<file path="src/rtl/core/rtdavg_pkg.sv">
// ----------------------------------------------------------------------------
// rtdavg_pkg
// Shared types and constants of the RTD temperature converter and averager.
// ----------------------------------------------------------------------------
package rtdavg_pkg;

	localparam int TEMP_W      = 16;
	localparam int CFG_W       = 24;
	localparam int CFG_IDX_W   = 3;
	localparam int ALU_W       = 44;
	localparam int MUL_A_W     = 25;
	localparam int MUL_B_W     = 18;
	localparam int PROD_W      = MUL_A_W + MUL_B_W;
	localparam int DIF_W       = 18;
	localparam int QUO_W       = 17;
	localparam int DSH_W       = QUO_W + QUO_W - 1;
	localparam int STEP_W      = 5;
	localparam int AVG_FRAC_W  = 23;
	localparam int AVG_SPLIT_W = 12;

	localparam logic [15:0] FS_RESET   = 16'd4096;
	localparam logic [23:0] OOA_RESET  = 24'd66496;
	localparam logic [7:0]  RMAX_RESET = 8'd100;
	localparam logic [7:0]  RMIN_RESET = 8'hD8;
	localparam logic signed [TEMP_W-1:0] AVG_RESET = -16'sd256;

	typedef enum logic [CFG_IDX_W-1:0] {
		REG_FULL_SCALE     = 3'd0,
		REG_ONE_OVER_ALPHA = 3'd1,
		REG_RANGE_MAX      = 3'd2,
		REG_RANGE_MIN      = 3'd3,
		REG_CYCLE_TEST     = 3'd4,
		REG_FAN_UNDER_TEST = 3'd5
	} cfg_reg_t;

	typedef enum logic {
		ALU_ADD = 1'b0,
		ALU_SUB = 1'b1
	} alu_op_t;

	typedef struct packed {
		alu_op_t                  op;
		logic signed [ALU_W-1:0]  a;
		logic signed [ALU_W-1:0]  b;
	} alu_req_t;

	typedef struct packed {
		logic signed [MUL_A_W-1:0] a;
		logic signed [MUL_B_W-1:0] b;
	} mul_req_t;

	typedef enum logic [16:0] {
		ST_IDLE = 17'b00000000000000001,
		ST_DIFF = 17'b00000000000000010,
		ST_XM   = 17'b00000000000000100,
		ST_MN   = 17'b00000000000001000,
		ST_MH   = 17'b00000000000010000,
		ST_ML   = 17'b00000000000100000,
		ST_CH   = 17'b00000000001000000,
		ST_CL   = 17'b00000000010000000,
		ST_ABS  = 17'b00000000100000000,
		ST_DIV  = 17'b00000001000000000,
		ST_SGN  = 17'b00000010000000000,
		ST_UPD  = 17'b00000100000000000,
		ST_SUM  = 17'b00001000000000000,
		ST_OUT  = 17'b00010000000000000,
		ST_RCPH = 17'b00100000000000000,
		ST_RCPL = 17'b01000000000000000,
		ST_RCPS = 17'b10000000000000000
	} state_t;

endpackage

</file>
<file path="src/rtl/core/rtdavg_alu.sv">
// ----------------------------------------------------------------------------
// rtdavg_alu
// Shared wide adder/subtractor used by the sequencer steps that add or subtract.
// ----------------------------------------------------------------------------
module rtdavg_alu import rtdavg_pkg::*; (
	input  alu_req_t                req,
	output logic signed [ALU_W-1:0] y
);

	always_comb begin
		unique case (req.op)
			ALU_ADD: y = req.a + req.b;
			ALU_SUB: y = req.a - req.b;
		endcase
	end

endmodule

</file>
<file path="src/rtl/core/rtdavg_mul.sv">
// ----------------------------------------------------------------------------
// rtdavg_mul
// Signed 25x18 multiplier with a registered product.
// ----------------------------------------------------------------------------
module rtdavg_mul import rtdavg_pkg::*; (
	input  logic                     clk,
	input  mul_req_t                 req,
	output logic signed [PROD_W-1:0] prod
);

	logic signed [PROD_W-1:0] prod_q;

	always_ff @(posedge clk) begin
		prod_q <= req.a * req.b;
	end

	assign prod = prod_q;

endmodule

</file>
<file path="src/rtl/core/rtd_adc_to_temperature_averager_unit.sv">
// ----------------------------------------------------------------------------
// rtd_adc_to_temperature_averager_unit
// Converts RTD divider ADC counts to Q8.8 degrees, keeps one entry per
// channel and averages all entries once per round of NUM_CHANNELS items.
// ----------------------------------------------------------------------------
//  channel   | dir | transfer fields
//  s_*       | in  | tdata: channel_index, adc_count, onchip_temp, fan_index
//            |     | tuser: is_onchip
//  m_*       | out | tdata: channel_temp, average_temp
//            |     | tuser: measured, out_of_range, average_ready
//  cfg_*     | in  | cfg_index selects register, cfg_data is the value
//
//  on-chip item: update, output; RTD item first runs difference, multiplies, compares,
//  absolute value, divide and sign; a failed conversion skips to update
//  closing a round sums all entries; the 17-step restoring divide uses the shared
//  adder, the round mean a split reciprocal multiply on the shared multiplier
//  s_tready is high only while the sequencer is idle
//  a held result in the output register does not block the next accept
//  reset clears entries, marks, round count and sets the average to -1.0
// ----------------------------------------------------------------------------
module rtd_adc_to_temperature_averager_unit import rtdavg_pkg::*; #(
	parameter int NUM_CHANNELS = 4,
	parameter int ADC_BITS     = 12,
	localparam int IN_W        = 22 + ADC_BITS,
	localparam int IN_TDATA_W  = ((IN_W + 7) / 8) * 8
) (
	input  logic                  clk,
	input  logic                  arst_n,
	input  logic                  s_tvalid,
	output logic                  s_tready,
	// channel_index, adc_count, onchip_temp, fan_index, zero pad
	input  logic [IN_TDATA_W-1:0] s_tdata,
	// is_onchip
	input  logic                  s_tuser,
	output logic                  m_tvalid,
	input  logic                  m_tready,
	// channel_temp, average_temp
	output logic [31:0]           m_tdata,
	// measured, out_of_range, average_ready
	output logic [2:0]            m_tuser,
	input  logic                  cfg_we,
	input  logic [CFG_IDX_W-1:0]  cfg_index,
	input  logic [CFG_W-1:0]      cfg_data
);

	localparam int IDX_W = (NUM_CHANNELS > 1) ? $clog2(NUM_CHANNELS) : 1;
	localparam int CHX_W = IDX_W + 2;

	// mean by reciprocal, 2^23 / NUM_CHANNELS rounded up, split at bit 12 into two parts
	localparam longint RCP_M = ((longint'(1) << AVG_FRAC_W) + longint'(NUM_CHANNELS) - 1)
		/ longint'(NUM_CHANNELS);
	localparam logic signed [MUL_B_W-1:0] RCP_HI = MUL_B_W'(RCP_M >> AVG_SPLIT_W);
	localparam logic signed [MUL_B_W-1:0] RCP_LO =
		MUL_B_W'(RCP_M & ((longint'(1) << AVG_SPLIT_W) - 1));

	state_t state_q, state_d;

	logic [15:0] fs_q;
	logic [23:0] ooa_q;
	logic [7:0]  rmax_q;
	logic [7:0]  rmin_q;
	logic        cte_q;
	logic [3:0]  fut_q;

	logic [1:0]               ch_q;
	logic [ADC_BITS-1:0]      adc_q;
	logic                     onchip_q;
	logic signed [TEMP_W-1:0] itemp_q;
	logic [3:0]               fan_q;

	logic signed [DIF_W-1:0]  d_q;
	logic signed [DIF_W-1:0]  x_q;
	logic signed [PROD_W-1:0] n_q;
	logic signed [PROD_W-1:0] hi_q;
	logic signed [PROD_W-1:0] lo_q;
	logic                     okhi_q;
	logic                     fail_q;
	logic signed [ALU_W-1:0]  rem_q;
	logic [DSH_W-1:0]         dsh_q;
	logic [QUO_W-1:0]         q_q;
	logic                     neg_q;
	logic [STEP_W-1:0]        step_q;
	logic signed [TEMP_W-1:0] quot_q;

	logic signed [TEMP_W-1:0] store_q [NUM_CHANNELS];
	logic [NUM_CHANNELS-1:0]  mark_q;
	logic [IDX_W-1:0]         cnt_q;
	logic [IDX_W-1:0]         sum_idx_q;
	logic signed [TEMP_W-1:0] avg_reg_q;
	logic                     round_q;
	logic                     avg_mode_q;

	logic signed [TEMP_W-1:0] res_temp_q;
	logic                     res_mark_q;
	logic                     res_oor_q;

	logic                     m_tvalid_q;
	logic [31:0]              m_tdata_q;
	logic [2:0]               m_tuser_q;

	alu_req_t                 alu_req;
	logic signed [ALU_W-1:0]  alu_y;
	mul_req_t                 mul_req;
	logic signed [PROD_W-1:0] prod;

	logic signed [15:0]       rmax_sh;
	logic signed [15:0]       rmin_sh;
	logic [CHX_W-1:0]         ch_ext;
	logic [IDX_W-1:0]         ch_idx;
	logic [IDX_W-1:0]         rd_idx;
	logic signed [TEMP_W-1:0] rd_temp;
	logic                     rd_mark;
	logic                     stored;
	logic                     frozen;
	logic                     d_bad;
	logic                     fail_now;
	logic                     last_item;
	logic                     out_free;
	logic                     div_done;
	logic                     sum_done;
	logic signed [TEMP_W-1:0] upd_temp;
	logic                     upd_mark;
	logic                     upd_oor;
	logic                     in_xfer;

	assign in_xfer   = s_tvalid && s_tready;
	assign rmax_sh   = {rmax_q, 8'h00};
	assign rmin_sh   = {rmin_q, 8'h00};
	assign ch_ext    = CHX_W'(ch_q);
	assign ch_idx    = ch_ext[IDX_W-1:0];
	assign stored    = int'(ch_q) < NUM_CHANNELS;
	assign rd_idx    = (state_q == ST_SUM) ? sum_idx_q : ch_idx;
	assign rd_temp   = store_q[rd_idx];
	assign rd_mark   = mark_q[rd_idx];
	assign d_bad     = d_q[DIF_W-1] || (d_q == '0);
	assign fail_now  = d_bad || !okhi_q || alu_y[ALU_W-1];
	assign last_item = cnt_q == IDX_W'(NUM_CHANNELS - 1);
	assign sum_done  = sum_idx_q == IDX_W'(NUM_CHANNELS - 1);
	assign div_done  = step_q == STEP_W'(QUO_W - 1);
	assign out_free  = !m_tvalid_q || m_tready;
	assign frozen    = !onchip_q && cte_q && (fut_q != 4'd0) && (fan_q == fut_q - 4'd1);

	// entry and mark chosen for this item
	always_comb begin
		upd_oor = !onchip_q && fail_q;
		if (onchip_q || fail_q) begin
			upd_temp = itemp_q;
			upd_mark = 1'b0;
		end else begin
			upd_temp = quot_q;
			upd_mark = 1'b1;
		end
		if (frozen) begin
			upd_temp = stored ? rd_temp : '0;
			upd_mark = stored ? rd_mark : 1'b0;
		end
	end

	rtdavg_alu u_alu (
		.req (alu_req),
		.y   (alu_y)
	);

	rtdavg_mul u_mul (
		.clk  (clk),
		.req  (mul_req),
		.prod (prod)
	);

	always_comb begin
		alu_req = '{op: ALU_ADD, a: '0, b: '0};
		mul_req = '{a: '0, b: '0};
		unique case (state_q)
			ST_DIFF: alu_req = '{op: ALU_SUB, a: ALU_W'(fs_q), b: ALU_W'(adc_q)};
			ST_XM:   alu_req = '{op: ALU_SUB, a: ALU_W'(adc_q), b: ALU_W'(d_q)};
			ST_MN:   mul_req = '{a: MUL_A_W'(ooa_q), b: x_q};
			ST_MH:   mul_req = '{a: MUL_A_W'(rmax_sh), b: d_q};
			ST_ML:   mul_req = '{a: MUL_A_W'(rmin_sh), b: d_q};
			ST_CH:   alu_req = '{op: ALU_SUB, a: ALU_W'(hi_q), b: ALU_W'(n_q)};
			ST_CL:   alu_req = '{op: ALU_SUB, a: ALU_W'(n_q), b: ALU_W'(lo_q)};
			ST_ABS:  alu_req = '{op: ALU_SUB, a: '0, b: rem_q};
			ST_DIV:  alu_req = '{op: ALU_SUB, a: rem_q, b: ALU_W'(dsh_q)};
			ST_RCPH: mul_req = '{a: MUL_A_W'(rem_q), b: RCP_HI};
			ST_RCPL: mul_req = '{a: MUL_A_W'(rem_q), b: RCP_LO};
			ST_RCPS: alu_req = '{op: ALU_ADD, a: ALU_W'(n_q) << AVG_SPLIT_W,
				b: ALU_W'(prod)};
			ST_SGN: begin
				if (neg_q) begin
					alu_req = '{op: ALU_SUB, a: '0, b: ALU_W'(q_q)};
				end else begin
					alu_req = '{op: ALU_ADD, a: ALU_W'(q_q), b: '0};
				end
			end
			ST_SUM:  alu_req = '{op: ALU_ADD, a: rem_q, b: ALU_W'(rd_temp)};
			default: ;
		endcase
	end

	always_comb begin
		state_d = state_q;
		unique case (state_q)
			ST_IDLE: begin
				if (in_xfer) begin
					state_d = s_tuser ? ST_UPD : ST_DIFF;
				end
			end
			ST_DIFF: state_d = ST_XM;
			ST_XM:   state_d = ST_MN;
			ST_MN:   state_d = ST_MH;
			ST_MH:   state_d = ST_ML;
			ST_ML:   state_d = ST_CH;
			ST_CH:   state_d = ST_CL;
			ST_CL:   state_d = fail_now ? ST_UPD : ST_ABS;
			ST_ABS:  state_d = avg_mode_q ? ST_RCPH : ST_DIV;
			ST_DIV: begin
				if (div_done) begin
					state_d = ST_SGN;
				end
			end
			ST_RCPH: state_d = ST_RCPL;
			ST_RCPL: state_d = ST_RCPS;
			ST_RCPS: state_d = ST_SGN;
			ST_SGN:  state_d = avg_mode_q ? ST_OUT : ST_UPD;
			ST_UPD:  state_d = last_item ? ST_SUM : ST_OUT;
			ST_SUM: begin
				if (sum_done) begin
					state_d = ST_ABS;
				end
			end
			ST_OUT: begin
				if (out_free) begin
					state_d = ST_IDLE;
				end
			end
			default: state_d = ST_IDLE;
		endcase
	end

	always_ff @(posedge clk or negedge arst_n) begin
		if (!arst_n) begin
			state_q <= ST_IDLE;
		end else begin
			state_q <= state_d;
		end
	end

	// datapath registers
	always_ff @(posedge clk) begin
		if (in_xfer) begin
			ch_q     <= s_tdata[1:0];
			adc_q    <= s_tdata[2 +: ADC_BITS];
			itemp_q  <= s_tdata[2 + ADC_BITS +: TEMP_W];
			fan_q    <= s_tdata[18 + ADC_BITS +: 4];
			onchip_q <= s_tuser;
		end
		unique case (state_q)
			ST_DIFF: d_q <= alu_y[DIF_W-1:0];
			ST_XM:   x_q <= alu_y[DIF_W-1:0];
			ST_MH:   n_q <= prod;
			ST_ML:   hi_q <= prod;
			ST_CH: begin
				lo_q   <= prod;
				okhi_q <= !alu_y[ALU_W-1];
			end
			ST_CL: begin
				fail_q <= fail_now;
				rem_q  <= ALU_W'(n_q);
				dsh_q  <= {d_q[QUO_W-1:0], {(QUO_W-1){1'b0}}};
			end
			ST_ABS: begin
				neg_q  <= rem_q[ALU_W-1];
				rem_q  <= rem_q[ALU_W-1] ? alu_y : rem_q;
				q_q    <= '0;
				step_q <= '0;
			end
			ST_DIV: begin
				if (!alu_y[ALU_W-1]) begin
					rem_q <= alu_y;
				end
				q_q    <= {q_q[QUO_W-2:0], !alu_y[ALU_W-1]};
				dsh_q  <= dsh_q >> 1;
				step_q <= step_q + STEP_W'(1);
			end
			ST_RCPL: n_q <= prod;
			ST_RCPS: q_q <= alu_y[AVG_FRAC_W +: QUO_W];
			ST_SGN:  quot_q <= alu_y[TEMP_W-1:0];
			ST_UPD: begin
				res_temp_q <= upd_temp;
				res_mark_q <= upd_mark;
				res_oor_q  <= upd_oor;
				rem_q      <= '0;
			end
			ST_SUM:  rem_q <= alu_y;
			default: ;
		endcase
		if (state_q == ST_OUT && out_free) begin
			m_tdata_q <= {avg_reg_q, res_temp_q};
			m_tuser_q <= {round_q, res_oor_q, res_mark_q};
		end
	end

	// configuration, entries, round control and output valid
	always_ff @(posedge clk or negedge arst_n) begin
		if (!arst_n) begin
			fs_q       <= FS_RESET;
			ooa_q      <= OOA_RESET;
			rmax_q     <= RMAX_RESET;
			rmin_q     <= RMIN_RESET;
			cte_q      <= 1'b0;
			fut_q      <= '0;
			for (int i = 0; i < NUM_CHANNELS; i++) begin
				store_q[i] <= '0;
			end
			mark_q     <= '0;
			cnt_q      <= '0;
			sum_idx_q  <= '0;
			avg_reg_q  <= AVG_RESET;
			round_q    <= 1'b0;
			avg_mode_q <= 1'b0;
			m_tvalid_q <= 1'b0;
		end else begin
			if (cfg_we) begin
				unique case (cfg_reg_t'(cfg_index))
					REG_FULL_SCALE:     fs_q   <= cfg_data[15:0];
					REG_ONE_OVER_ALPHA: ooa_q  <= cfg_data[23:0];
					REG_RANGE_MAX:      rmax_q <= cfg_data[7:0];
					REG_RANGE_MIN:      rmin_q <= cfg_data[7:0];
					REG_CYCLE_TEST:     cte_q  <= cfg_data[0];
					REG_FAN_UNDER_TEST: fut_q  <= cfg_data[3:0];
					default: ;
				endcase
			end
			unique case (state_q)
				ST_IDLE: avg_mode_q <= 1'b0;
				ST_SGN: begin
					if (avg_mode_q) begin
						avg_reg_q <= alu_y[TEMP_W-1:0];
					end
				end
				ST_UPD: begin
					if (stored && !frozen) begin
						store_q[ch_idx] <= upd_temp;
						mark_q[ch_idx]  <= upd_mark;
					end
					round_q   <= last_item;
					cnt_q     <= last_item ? '0 : cnt_q + IDX_W'(1);
					sum_idx_q <= '0;
				end
				ST_SUM: begin
					sum_idx_q <= sum_idx_q + IDX_W'(1);
					if (sum_done) begin
						avg_mode_q <= 1'b1;
					end
				end
				default: ;
			endcase
			if (state_q == ST_OUT && out_free) begin
				m_tvalid_q <= 1'b1;
			end else if (m_tready) begin
				m_tvalid_q <= 1'b0;
			end
		end
	end

	assign s_tready = state_q == ST_IDLE;
	assign m_tvalid = m_tvalid_q;
	assign m_tdata  = m_tdata_q;
	assign m_tuser  = m_tuser_q;

endmodule

</file>
<file path="config.mk">
export PLATFORM = sky130hd
export DESIGN_NAME = rtd_adc_to_temperature_averager_unit
export DESIGN_NICKNAME = d
export VERILOG_FILES = /design/src/rtl/core/rtdavg_pkg.sv /design/src/rtl/core/rtdavg_alu.sv /design/src/rtl/core/rtdavg_mul.sv /design/src/rtl/core/rtd_adc_to_temperature_averager_unit.sv
export SDC_FILE = /design/constraint.sdc
export NUM_CORES = 2
export LEC_CHECK = 0
export BUFFER_PORTS_ARGS = -buffer_cell sky130_fd_sc_hd__buf_2
export CAP_MARGIN = 25
export CORE_MARGIN = 8
export CORE_UTILIZATION = 40
export CTS_BUF_LIST = sky130_fd_sc_hd__clkbuf_4 sky130_fd_sc_hd__clkbuf_8 sky130_fd_sc_hd__clkbuf_16
export CTS_CLUSTER_DIAMETER = 50
export DETAILED_ROUTE_END_ITERATION = 16
export GPL_TIMING_DRIVEN = 0
export PLACE_DENSITY_LB_ADDON = 0.12
export SYNTH_ARGS = -nofsm -noshare
export SYNTH_HDL_FRONTEND = slang
export SYNTH_SLANG_ARGS = --single-unit
</file>
<file path="constraint.sdc">
create_clock -name clk -period 9.9 [get_ports clk]
set_input_delay 0.495 -clock clk [delete_from_list [all_inputs] [get_ports clk]]
set_output_delay 0.495 -clock clk [all_outputs]
set_load 0.01 [all_outputs]
</file>
==> flow_summary_export.csv <==
group,metric,value,unit
drt,drtPass1Iterations,7,
sta,max_slew_margin,0.131,
drt,wl_per_cell,29.4,um
finish,area_growth,12.6,%
synth,syn_area,43600,um2
drt,via_count,34500,
clock_tree,cts_root_buf,"clkbuf_16",
sta,fin_tns_setup,0,ps
sta,fin_crit_sh,0.971,
drt,drt_wl_total,172,mm
finish,drive_gt1_frac,0.126,
clock_tree,cts.sinks,583,
synth,synth_async_sr_flop_share,0.290,
floorplanning,core,109000,um2
drt,drtAntennaViolNets,0,
finish,num-fill-cells,10500,
clock_tree,clk_path_buf_depth,3,
clock_tree,cts_max_level,3,
place,placed_area,46400,um2
synth,synth-seq-cells,583,
pwr,vdd_drop_max,0.000280,V
finish,nets,5060,
place,place.gp.congestion,1.03,
global_route,grt_pass1_vias,34600,
sta,skew,26.7,ps
critical_path,critPathMaxStageDelay,660,ps
floorplanning,die_w,346,um
sta,tightestPinTransition,1300,ps
floorplanning,ioPinCount,110,
floorplanning,dieArea,120000,um2
sta,hold_viol,0,
floorplanning,fp.dieH,346,um
sta,drv_slew,0,
drt,vias_per_cell,5.88,
critical_path,cp_data_required_time,10390,ps
global_route,grt_max_degree,94,
flow_run,max_cap_violations,0,
global_route,grt_pass1_wl,247,mm
floorplanning,row_count,121,
critical_path,cp_common_cell,"fa_1",
clock_tree,cts_made_buffers,70,
synth,postSynthCellCount,4188,
hold_path,hold_path_class,"input port to register",
drt,drt_iter0_drc,4246,
pwr,p_per_area,215,nW/um2
global_route,antenna_found_initial,9,
synth,synth_edf_count,371,
synth,synth_nets,4859,
finish,regArea,16300,um2
sta,hold_ws,40.9,ps
run_status,status,"complete, no violations",
sta,report.final.setup_viol,0,
global_route,grt_util_all_layers,0.281,
critical_path,path_max_fanout,10,
synth,yosys.cell_types.count,98,
synth,syn_area_per_cell,10.4,um2
synth,synth_seq_area_share,0.373,
floorplanning,initial_utilization,0.402,
synth,yosys_most_used_dff,"edfxtp_1",
synth,ys_warn_count,0,
critical_path,crit_arrival,10100,ps
global_route,grt-ovfl-total,0,
critical_path,startpoint_type,"register",
critical_path,path_class,"register to register",
clock_tree,tritoncts,"done",
critical_path,cp_slowest_cell,"or4_4",
sta,fmax,104,MHz
finish,multi_input_area,24600,um2
place,io_buffers,103,
sta,period_needed,9610,ps
pwr,p_total,10.6,mW
clock_tree,clk_latency,630,ps
clock_tree,clk_pin_slew,60,ps
critical_path,cp-end-kind,"register",
drt,drc,0,
place,dp_hpwl,137,mm
pwr,cellLeakagePower,21.4,nW
finish,final_area,49100,um2
## registers in the layout, indices dropped and copies added (netlist names), 17 cells and up
signal / flops
q_q: 17
x_q: 18
u_mul.prod: 43
hi_q: 43
store_q: 64
ooa_q: 24
d_q: 18
dsh_q: 33
lo_q: 43
state_q: 17
m_tdata: 32
n_q: 43
rem_q: 44
## metal layers
metal / wire length, um / vias up / GRT usage / share of wire
met5: 39 / - / 0 / 0.00023
met4: 7900 / 4 / 0.114 / 0.046
met3: 16700 / 334 / 0.0621 / 0.097
met2: 77100 / 1847 / 0.437 / 0.45
met1: 70600 / 17600 / 0.380 / 0.41
li1: - / 14700 / - / -
## worst max-delay path, delay by kind of cell (launching register included)
| family | cells | cell delay [ps] |
|---|---|---|
| fa+ha+maj | 7 | 3430 |
| simple gates | 6 | 1800 |
| flops | 1 | 450 |
| xor+xnor | 1 | 330 |
| buf+inv | 9 | 1480 |
| compound gates | 9 | 1950 |
## cells by family (layout without fill, tap and decap cells)
group,after synthesis,count (layout),share of synthesized area
AO/OA/AOI/OAI,693,693,0.116
XOR/XNOR,130,130,0.0265
adder cells (fa/ha/maj),598,598,0.248
buffers and inverters,798,1055,0.0708
flip-flops,583,583,0.373
multiplexers,112,112,0.0323
other,0,3,0
AND/OR/NAND/NOR,1274,1274,0.133
## cells in the mapped netlist (10+ instances only)
master | number | share of area
dfrtp_1 | 147 | 0.084
nand2b_1 | 14 | 0.0020
buf_4 | 10 | 0.0017
a22oi_1 | 62 | 0.011
and2_1 | 45 | 0.0065
edfxtp_1 | 371 | 0.26
nor2b_1 | 17 | 0.0024
nand3_1 | 96 | 0.011
xor2_1 | 42 | 0.0084
and3_1 | 61 | 0.0088
clkbuf_1 | 156 | 0.013
fa_1 | 442 | 0.20
dfstp_2 | 22 | 0.013
nor3_1 | 30 | 0.0034
a22o_1 | 82 | 0.016
nand2_1 | 580 | 0.050
nand4_1 | 29 | 0.0042
a31oi_1 | 10 | 0.0014
a211oi_1 | 24 | 0.0041
buf_1 | 22 | 0.0019
mux2_2 | 89 | 0.023
a222oi_1 | 62 | 0.014
a21o_1 | 54 | 0.0093
o21ai_0 | 135 | 0.015
buf_2 | 15 | 0.0017
inv_1 | 587 | 0.051
a21oi_1 | 102 | 0.012
nor2_1 | 309 | 0.027
a311oi_1 | 19 | 0.0038
nor4_1 | 14 | 0.0020
dfxtp_1 | 43 | 0.020
xnor2_1 | 86 | 0.017
a221oi_1 | 29 | 0.0058
mux4_2 | 14 | 0.0072
ha_1 | 156 | 0.045
a221o_1 | 22 | 0.0051
o21a_1 | 19 | 0.0033
## what timing repair did
item,4_1_cts,5_1_grt
setup endpoints to repair,27,13
resized for setup,56,61
hold buffers,1,0
setup buffers,2,4
hold endpoints to repair,58,0
pin swaps,2,3
## cells in the final DEF, fill, tap and decap left out, types with 43 or more instances in the layout
| cell type | netlist | final |
|---|---|---|
| xnor2_1 | 86 | 84 |
| a22o_1 | 82 | 69 |
| dfrtp_1 | 147 | 147 |
| nand3_1 | 96 | 95 |
| edfxtp_1 | 371 | 371 |
| inv_1 | 587 | 587 |
| buf_2 | 15 | 133 |
| nor2_1 | 309 | 308 |
| clkbuf_16 | 0 | 71 |
| a22oi_1 | 62 | 59 |
| ha_1 | 156 | 156 |
| mux2_2 | 89 | 89 |
| a21oi_1 | 102 | 99 |
| nand2_1 | 580 | 579 |
| o21ai_0 | 135 | 135 |
| a222oi_1 | 62 | 62 |
| a21o_1 | 54 | 54 |
| clkbuf_1 | 156 | 106 |
| dfxtp_1 | 43 | 43 |
| and2_1 | 45 | 43 |
| fa_1 | 442 | 442 |
| and3_1 | 61 | 61 |
## per-stage QoR
stage | std cells | util | setup WS [ps]
after floorplan | 4188 | - | 730
after global placement | 5705 | 0.423 | -4170
after detailed placement | 5743 | 0.428 | -2060
after CTS | 5858 | 0.451 | 22.8
after global routing | 5859 | 0.452 | -18.0
final | 5862 | 0.452 | 287
## final cells by class
class                           instances  area share
Antenna cell                            3    0.000153
Buffer                                187      0.0176
Clock buffer                           90      0.0399
Clock inverter                         38     0.00856
Inverter                              590      0.0451
Multi-Input combinational cell       2807       0.500
Sequential cell                       583       0.331
Tap cell                             1414      0.0360
Timing Repair Buffer                  150      0.0213
## power by group
| part | switching (mW) | internal (mW) | total (mW) |
|---|---|---|---|
| clock network | 1.11 | 1.56 | 2.67 |
| logic | 3.12 | 1.43 | 4.55 |
| registers | 0.269 | 3.08 | 3.34 |
| total | 4.51 | 6.06 | 10.6 |
## path summary, 6_finish.rpt
path | slack, ps | startpoint | to | cells after the start
min in group asynchronous | 480 | arst_n | avg_reg_q[2] | 2
max in group asynchronous | 8530 | arst_n | avg_reg_q[14] | 3
min | 40 | s_tdata[16] | itemp_q[2] | 1
min reg2reg | 410 | res_temp_q[5] | m_tdata[5] | 0
max | 290 | state_q[8] | u_mul.prod[34] | 32
max reg2reg | 290 | state_q[8] | u_mul.prod[34] | 32
No activity file was read; power rests on OpenSTA's default activity.
